`src/trb_ring_producer_defines.svh`:
```
// Assertion macros shared by the ring producer RTL
`ifndef TRB_RING_PRODUCER_DEFINES_SVH
`define TRB_RING_PRODUCER_DEFINES_SVH

// Same-cycle implication, checked outside reset
`define TRB_ASSERT_NOW(label, clk, rst_n, ante, cons) \
    label: assert property (@(posedge clk) disable iff (!rst_n) (ante) |-> (cons)) \
        else $error("trb_ring_producer: same-cycle check failed");

// Next-cycle implication, checked outside reset
`define TRB_ASSERT_NEXT(label, clk, rst_n, ante, cons) \
    label: assert property (@(posedge clk) disable iff (!rst_n) (ante) |=> (cons)) \
        else $error("trb_ring_producer: next-cycle check failed");

`endif

```
`src/trb_rp_pkg.sv`:
```
// Types and constants of the ring producer
`default_nettype none
package trb_rp_pkg;

    localparam int unsigned MAX_RING_SLOTS = 256;
    localparam int unsigned IDX_W          = 8;
    localparam int unsigned SIZE_W         = 9;
    localparam int unsigned CFG_INDEX_W    = 1;
    localparam int unsigned CFG_DATA_W     = 64;

    // size used when the slot count is below two, limited by the 8-bit index
    localparam logic [SIZE_W-1:0] SMALL_SIZE_SUBST =
        SIZE_W'(MAX_RING_SLOTS > 256 ? 256 : MAX_RING_SLOTS);
    localparam logic [SIZE_W-1:0] SIZE_LIMIT = 9'd256;
    localparam logic [SIZE_W-1:0] SIZE_MIN   = 9'd2;

    localparam logic [CFG_INDEX_W-1:0] CFG_RING_SIZE = 1'b0;
    localparam logic [CFG_INDEX_W-1:0] CFG_RING_BASE = 1'b1;

    localparam logic [31:0] LINK_TYPE_BITS   = 32'(6) << 10;
    localparam logic [31:0] TOGGLE_CYCLE_BIT = 32'h0000_0002;

    typedef enum logic [0:0] {
        OP_ENQUEUE = 1'b0,
        OP_INIT    = 1'b1
    } op_t;

    typedef struct packed {
        op_t         op;
        logic [63:0] trb_parameter;
        logic [31:0] trb_status;
        logic [31:0] trb_control;
    } trb_item_t;

    typedef struct packed {
        logic [IDX_W-1:0] idx;
        logic [63:0]      param_word;
        logic [31:0]      status_word;
        logic [31:0]      control_word;
        logic             is_link;
        logic             last;
    } trb_word_t;

    typedef struct packed {
        logic load;
        logic need_link;
    } trb_step_ctl_t;

endpackage
`default_nettype wire

```
`src/trb_rp_in_stage.sv`:
```
// Input register of the ring producer
`default_nettype none
module trb_rp_in_stage (
    input  wire                    clk,
    input  wire                    rst_n,
    input  wire                    in_valid,
    input  wire trb_rp_pkg::trb_item_t in_item,
    input  wire                    accept_ok,
    output logic                   in_stall,
    output logic                   item_valid,
    output trb_rp_pkg::trb_item_t  item
);
    import trb_rp_pkg::*;

    logic      valid_reg;
    logic      valid_next;
    trb_item_t item_reg;
    logic      take;
    logic      fire;

    assign fire       = valid_reg && accept_ok;
    assign in_stall   = valid_reg && !accept_ok;
    assign take       = in_valid && !in_stall;
    assign valid_next = take ? 1'b1 : (fire ? 1'b0 : valid_reg);

    always_ff @(posedge clk or negedge rst_n)
    begin
        if (!rst_n)
        begin
            valid_reg <= 1'b0;
        end
        else
        begin
            valid_reg <= valid_next;
        end
    end

    always_ff @(posedge clk)
    begin
        if (take)
        begin
            item_reg <= in_item;
        end
    end

    assign item_valid = valid_reg;
    assign item       = item_reg;

endmodule
`default_nettype wire

```
`src/trb_rp_step.sv`:
```
// Ring state, configuration registers and per-word computation
`default_nettype none
module trb_rp_step (
    input  wire                                    clk,
    input  wire                                    rst_n,
    input  wire                                    cfg_write_enable,
    input  wire [trb_rp_pkg::CFG_INDEX_W-1:0]      cfg_index,
    input  wire [trb_rp_pkg::CFG_DATA_W-1:0]       cfg_data,
    input  wire                                    item_valid,
    input  wire trb_rp_pkg::trb_item_t             item,
    input  wire                                    accept_ok,
    output trb_rp_pkg::trb_step_ctl_t              ctl,
    output trb_rp_pkg::trb_word_t                  first_word,
    output trb_rp_pkg::trb_word_t                  link_word
);
    import trb_rp_pkg::*;

    logic [SIZE_W-1:0] slot_count_reg;
    logic [63:0]       ring_base_reg;
    logic [IDX_W-1:0]  index_reg;
    logic [IDX_W-1:0]  index_next;
    logic              cycle_reg;
    logic              cycle_next;

    logic [SIZE_W-1:0] eff_size;
    logic [SIZE_W-1:0] link_slot;
    logic [SIZE_W-1:0] next_idx;
    logic              wrap;
    logic              is_init;
    logic              fire;
    logic              link_cycle;
    trb_word_t         entry_word;

    always_ff @(posedge clk or negedge rst_n)
    begin
        if (!rst_n)
        begin
            slot_count_reg <= SIZE_LIMIT;
            ring_base_reg  <= 64'd0;
        end
        else if (cfg_write_enable)
        begin
            case (cfg_index)
                CFG_RING_SIZE: slot_count_reg <= cfg_data[SIZE_W-1:0];
                CFG_RING_BASE: ring_base_reg  <= cfg_data;
                default: ;
            endcase
        end
    end

    always_comb
    begin
        if (slot_count_reg < SIZE_MIN)
        begin
            eff_size = SMALL_SIZE_SUBST;
        end
        else if (slot_count_reg > SIZE_LIMIT)
        begin
            eff_size = SIZE_LIMIT;
        end
        else
        begin
            eff_size = slot_count_reg;
        end
    end

    assign link_slot = eff_size - 9'd1;
    assign next_idx  = {1'b0, index_reg} + 9'd1;
    // also catches an index left past the link slot by a smaller size
    assign wrap      = next_idx >= link_slot;
    assign is_init   = (item.op == OP_INIT);
    assign fire      = item_valid && accept_ok;
    assign link_cycle = is_init ? 1'b1 : cycle_reg;

    always_comb
    begin
        link_word.idx          = link_slot[IDX_W-1:0];
        link_word.param_word   = ring_base_reg;
        link_word.status_word  = 32'd0;
        link_word.control_word = LINK_TYPE_BITS | TOGGLE_CYCLE_BIT | {31'd0, link_cycle};
        link_word.is_link      = 1'b1;
        link_word.last         = 1'b1;

        entry_word.idx          = index_reg;
        entry_word.param_word   = item.trb_parameter;
        entry_word.status_word  = item.trb_status;
        entry_word.control_word = item.trb_control | {31'd0, cycle_reg};
        entry_word.is_link      = 1'b0;
        entry_word.last         = !wrap;

        first_word    = is_init ? link_word : entry_word;
        ctl.load      = fire;
        ctl.need_link = !is_init && wrap;

        index_next = index_reg;
        cycle_next = cycle_reg;
        if (fire)
        begin
            if (is_init)
            begin
                index_next = '0;
                cycle_next = 1'b1;
            end
            else if (wrap)
            begin
                index_next = '0;
                cycle_next = !cycle_reg;
            end
            else
            begin
                index_next = next_idx[IDX_W-1:0];
            end
        end
    end

    always_ff @(posedge clk or negedge rst_n)
    begin
        if (!rst_n)
        begin
            index_reg <= '0;
            cycle_reg <= 1'b1;
        end
        else
        begin
            index_reg <= index_next;
            cycle_reg <= cycle_next;
        end
    end

endmodule
`default_nettype wire

```
`src/trb_rp_out_stage.sv`:
```
// Result register with a held link word for the wrap case
`default_nettype none
module trb_rp_out_stage (
    input  wire                            clk,
    input  wire                            rst_n,
    input  wire trb_rp_pkg::trb_step_ctl_t ctl,
    input  wire trb_rp_pkg::trb_word_t     first_word,
    input  wire trb_rp_pkg::trb_word_t     link_word,
    input  wire                            out_stall,
    output logic                           accept_ok,
    output logic                           out_valid,
    output trb_rp_pkg::trb_word_t          out_word
);
    import trb_rp_pkg::*;

    logic      valid_reg;
    logic      valid_next;
    logic      pend_reg;
    logic      pend_next;
    trb_word_t word_reg;
    trb_word_t pend_word_reg;
    logic      taken;

    assign taken     = valid_reg && !out_stall;
    // while a link word waits, the current word must drain first
    assign accept_ok = !pend_reg && (!valid_reg || !out_stall);

    always_comb
    begin
        valid_next = valid_reg;
        pend_next  = pend_reg;
        if (ctl.load)
        begin
            valid_next = 1'b1;
            pend_next  = ctl.need_link;
        end
        else if (pend_reg && taken)
        begin
            valid_next = 1'b1;
            pend_next  = 1'b0;
        end
        else if (taken)
        begin
            valid_next = 1'b0;
        end
    end

    always_ff @(posedge clk or negedge rst_n)
    begin
        if (!rst_n)
        begin
            valid_reg <= 1'b0;
            pend_reg  <= 1'b0;
        end
        else
        begin
            valid_reg <= valid_next;
            pend_reg  <= pend_next;
        end
    end

    always_ff @(posedge clk)
    begin
        if (ctl.load)
        begin
            word_reg      <= first_word;
            pend_word_reg <= link_word;
        end
        else if (pend_reg && taken)
        begin
            word_reg <= pend_word_reg;
        end
    end

    assign out_valid = valid_reg;
    assign out_word  = word_reg;

endmodule
`default_nettype wire

```
`src/trb_ring_producer.sv`:
```
// Top level of the transfer ring producer
// Usage:
//   Input channel (in_valid / in_stall) carries one word: operation plus the
//   parameter, status and control words of a ring entry. Output channel
//   (out_valid / out_stall) carries slot writes: index, three entry words,
//   is_link and last.
//   An enqueue gives one write, or two when the ring wraps (entry, then the
//   link entry). An init gives one link write and rewinds index and cycle.
//   A taken word passes the input register, then the output register.
//   Throughput: one word per cycle when out_stall is low; a wrapping enqueue
//   holds the output register for the link write, so the next word waits
//   until the link write is taken.
//   The user writes the config port (cfg_write_enable, cfg_index, cfg_data)
//   only while the block is idle (not enforced). Reset gives a 256-slot ring,
//   base address 0, both registers empty, index 0 and cycle bit 1.
//   When the receiver stalls, the output word holds; the input register
//   still takes one word, then in_stall rises until the output drains.
`default_nettype none
`include "trb_ring_producer_defines.svh"
module trb_ring_producer (
    input  wire                                clk,
    input  wire                                rst_n,
    input  wire                                cfg_write_enable,
    input  wire [trb_rp_pkg::CFG_INDEX_W-1:0]  cfg_index,
    input  wire [trb_rp_pkg::CFG_DATA_W-1:0]   cfg_data,
    input  wire                                in_valid,
    output logic                               in_stall,
    input  wire [0:0]                          operation,
    input  wire [63:0]                         trb_parameter,
    input  wire [31:0]                         trb_status,
    input  wire [31:0]                         trb_control,
    output logic                               out_valid,
    input  wire                                out_stall,
    output logic [7:0]                         write_index,
    output logic [63:0]                        write_parameter,
    output logic [31:0]                        write_status,
    output logic [31:0]                        write_control,
    output logic                               is_link,
    output logic                               last
);
    import trb_rp_pkg::*;

    trb_item_t     in_item;
    trb_item_t     item;
    logic          item_valid;
    logic          accept_ok;
    trb_step_ctl_t ctl;
    trb_word_t     first_word;
    trb_word_t     link_word;
    trb_word_t     out_word;
    logic          out_take;
    logic          link_shape_ok;

    always_comb
    begin
        in_item.op            = op_t'(operation);
        in_item.trb_parameter = trb_parameter;
        in_item.trb_status    = trb_status;
        in_item.trb_control   = trb_control;
    end

    trb_rp_in_stage u_in_stage (
        .clk        (clk),
        .rst_n      (rst_n),
        .in_valid   (in_valid),
        .in_item    (in_item),
        .accept_ok  (accept_ok),
        .in_stall   (in_stall),
        .item_valid (item_valid),
        .item       (item)
    );

    trb_rp_step u_step (
        .clk              (clk),
        .rst_n            (rst_n),
        .cfg_write_enable (cfg_write_enable),
        .cfg_index        (cfg_index),
        .cfg_data         (cfg_data),
        .item_valid       (item_valid),
        .item             (item),
        .accept_ok        (accept_ok),
        .ctl              (ctl),
        .first_word       (first_word),
        .link_word        (link_word)
    );

    trb_rp_out_stage u_out_stage (
        .clk        (clk),
        .rst_n      (rst_n),
        .ctl        (ctl),
        .first_word (first_word),
        .link_word  (link_word),
        .out_stall  (out_stall),
        .accept_ok  (accept_ok),
        .out_valid  (out_valid),
        .out_word   (out_word)
    );

    assign write_index     = out_word.idx;
    assign write_parameter = out_word.param_word;
    assign write_status    = out_word.status_word;
    assign write_control   = out_word.control_word;
    assign is_link         = out_word.is_link;
    assign last            = out_word.last;

    assign out_take      = out_valid && !out_stall;
    assign link_shape_ok = last && write_status == 32'd0
                           && write_control[15:10] == 6'd6 && write_control[1];

    // an entry word with last low must be followed by its link word
    `TRB_ASSERT_NEXT(a_link_follows, clk, rst_n, out_take && !last, out_valid && is_link && last)
    // a link word always closes the item and carries the link encoding
    `TRB_ASSERT_NOW(a_link_shape, clk, rst_n, out_valid && is_link, link_shape_ok)
    // the input side only stalls while it holds a word
    `TRB_ASSERT_NOW(a_stall_holds, clk, rst_n, in_stall, item_valid && out_valid)

endmodule
`default_nettype wire

```
`config.mk`:
```
export PLATFORM = sky130hd
export DESIGN_NAME = trb_ring_producer
export DESIGN_NICKNAME = d
export VERILOG_FILES = /design/src/trb_rp_pkg.sv /design/src/trb_rp_in_stage.sv /design/src/trb_rp_step.sv /design/src/trb_rp_out_stage.sv /design/src/trb_ring_producer.sv
export VERILOG_INCLUDE_DIRS = /design/src /design/src/src
export SDC_FILE = /design/constraint.sdc
export NUM_CORES = 1
export LEC_CHECK = 0
export BUFFER_PORTS_ARGS = -buffer_cell sky130_fd_sc_hd__clkbuf_2
export CAP_MARGIN = 5
export CORE_MARGIN = 1.5
export CORE_UTILIZATION = 54
export DETAILED_ROUTE_END_ITERATION = 10
export MAX_ROUTING_LAYER = met4
export PLACE_DENSITY_LB_ADDON = 0.15
export SKIP_LAST_GASP = 1
export SLEW_MARGIN = 15
export SYNTH_ARGS = -nofsm -noshare
export SYNTH_HDL_FRONTEND = slang
export SYNTH_SLANG_ARGS = --single-unit
```
`constraint.sdc`:
```
create_clock -name clk -period 11.7 [get_ports clk]
set_clock_uncertainty 0.2 [all_clocks]
set_input_delay 1.755 -clock clk [delete_from_list [all_inputs] [get_ports clk]]
set_output_delay 1.755 -clock clk [all_outputs]
set_load 0.005 [all_outputs]
```
==> impl_metrics.yaml <==
floorplanning:
  core_um2: 28940
  start_util_pct: 55.37
  die_y_um: 175.2
  die_w_um: 175.2
  floorplan.io_pins: 339
  std_cell_rows: 62
  dieArea_um2: 30710
global_routing:
  grt_pass1_vias: 8944
  antenna_found_initial: 1
  grt_first_pass_wirelength_um: 48560
  grt-ovfl-total: 0
  grt_use_met1_pct: 26.47
  grt_busiest_layer: "met2"
  track_usage_pct: 21.17
  met2_usage_pct: 34.79
  met3_usage_pct: 4.983
  grt_max_degree: 100
timing:
  grt_setup_unrepaired: "false"
  slew_headroom_pct: 27.00
  finalMaxSlewViolations: 0
  timing.final.crit_period_ps: 4415
  worst_slew_pin_slew_ps: 1095
  hold_viol: 0
  setup-tns-final_ps: 0
  min_period_over_period_pct: 37.74
  setup_violations: 0
  fmaxAchievable_ghz: 0.2265
logic_synthesis:
  synth_edf_count: 340
  synth_cell_types: 53
  synth.area.mux_share_pct: 9.177
  synthAdderAreaFrac_pct: 0.8591
  synthSimpleGateAreaFrac_pct: 6.373
  mappedNetlistArea_um2: 16020
  yosysSeqAreaShare_pct: 77.02
  yosysWarningCount: 0
  synth_cells: 968
  synth_top_family_by_area: "multiplexers"
  yosys.area_share.xor_xnor_pct: 0.3827
  synth-seq-cells: 425
  async_reset_ff_share_pct: 20.00
  synth_compound_area_share_pct: 4.311
  synth.avg_cell_area_um2: 16.55
  synth.net_count: 1178
  synth_ff_type: "edfxtp_1"
clocking:
  cts_resized: 0
  clock_latency_ps: 520
  cts_setup_buffers: 0
  path_clk_slew_ps: 60
  ctsLongestPathBuffers: 3
  h-tree-depth: 2
  cts_tree: "built"
  cts_root_buffer: "clkbuf_16"
  cts.sinks: 425
  hold_buffers: 0
  cts_buffers: 42
power_and_ir_drop:
  irDropWorstVdd_mv: 0.1162
  leakage_nw: 8.154
  pwr_density_cell_nw_per_um2: 186.2
  switching_power_mw: 0.8287
  clockPowerShare_pct: 35.2
  pwr-share-seq_pct: 53.9
  power_frac_comb_pct: 10.9
  switching_share_pct: 23.00
  total_power_mw: 3.604
  p_int_mw: 2.775
job:
  drv_cap: 0
finish:
  layout_common_cells: "edfxtp_1, clkbuf_2, nand2_1, dfrtp_1, o21ai_0"
  layout_commonest_cell: "edfxtp_1"
  fillerInstances: 2105
  seqCellArea_um2: 12340
  multi_input_area_um2: 3401
  nets: 1519
  area_delta_synth_final_pct: 20.81
  drive_above_1_share_pct: 36.61
  largest_reg_flops: 138
worst_setup_path:
  cp-end-kind: "output port"
  critPathLaunchType: "primary input"
  r2r_slack_ps: 8070
  crit_type: "primary input to output port"
  cp_max_fo: 4
  required_ps: 9750
  cp.arrival_ps: 2460
drt:
  num_vias: 9030
  drc_errors: 0
  ant_nets: 0
  first_pass_iters: 5
  wl_um: 30920
  wl_per_cell_um: 17.91
  drt-initial-drc-count: 617
  routed_via_density: 5.232
worst_hold_path:
  hold_path_class: "register to register"
place:
  post-dp-hpwl_um: 19760
  io_buffers: 338
  gp_congestion: 0.7933
status:
  status: "finished, final reports clean"
-- critical path, stage by stage --
cell      delay (ps)
clkbuf_2         120
a21oi_2          200
nand2b_1         180
inv_1             60
clkbuf_2         130
-- power by group through the flow --
stage               sequential (mW)  clock, mW  combinational [mW]
global route                   1.96       1.36               0.443
CTS                            1.94       1.30               0.401
global placement               1.97          0               0.389
floorplan                      1.97          0               0.230
detailed placement             1.97          0               0.400
finish                         1.94       1.27               0.393
-- path summary, 6_finish.rpt --
kind / start / end / cells after the start
setup / recovery: out_stall / in_stall / 5
hold / removal: u_step.ring_base_reg[16] / u_out_stage.pend_word_reg[82] / 0
setup reg to reg: u_step.slot_count_reg[4] / u_step.index_reg[2] / 12
hold reg to reg: u_step.ring_base_reg[16] / u_out_stage.pend_word_reg[82] / 0
max in group asynchronous: rst_n / u_step.ring_base_reg[22] / 2
min in group asynchronous: rst_n / u_step.ring_base_reg[59] / 1
-- per-stage QoR --
step	area (um^2)	hold slack, ps	util [%]	worst slack (ps)	cells
after CTS	19350	267.4	66.88	7232	1725
after detailed placement	18050	253.3	62.38	6700	1649
after floorplan	16020	240.9	-	2078	968
after global routing	19350	279.6	66.89	6964	1726
final	19350	268.4	66.89	7285	1726
after global placement	18050	246.7	62.38	6847	1649
-- cells by family (layout without fill, tap and decap cells) --
kind of cell | after synthesis | after routing
AOI/OAI and AO/OA | 120 | 120
and+or+nand+nor | 200 | 200
muxes | 138 | 138
DFF | 425 | 425
buffers and inverters | 67 | 440
other | 0 | 1
xor gates and xnor gates | 7 | 7
adders and majority gates | 11 | 11
-- cell type report --
| type | count | share of cell area (%) |
|---|---|---|
| multi-input cells | 476 | 17.57 |
| well taps | 384 | 2.483 |
| repair buffers | 347 | 9.103 |
| inverters | 17 | 0.3426 |
| clock inverters | 13 | 0.5754 |
| flip-flops and latches | 425 | 63.76 |
| diodes | 1 | 0.01293 |
| clock buffers | 63 | 6.155 |
-- Yosys cell counts (all sizes together) (3+ instances only) --
master | count | area (um^2)
nor2b | 3 | 18.77
a31oi | 4 | 25.02
dfrtp | 83 | 2077
inv | 17 | 66.31
nand3 | 8 | 52.55
xnor2 | 5 | 43.79
ha | 11 | 137.6
or3 | 3 | 18.77
edfxtp | 340 | 10210
nand2b | 3 | 18.77
and3 | 67 | 425.4
nor2 | 18 | 67.56
nor3 | 6 | 35.03
mux2 | 71 | 799.5
buf | 25 | 138.9
o21ai | 85 | 432.9
a21oi | 16 | 87.59
nand2 | 85 | 321.6
a32o | 5 | 50.05
mux2i | 67 | 670.6
clkbuf | 25 | 95.09
-- metal layers --
metal / routed length [um] / vias up
met5: 0 / -
met4: 719 / 0
met3: 2395 / 57
met2: 15320 / 309
met1: 12480 / 4345
li1: - / 4319
No activity file was read; power rests on OpenSTA's default activity.
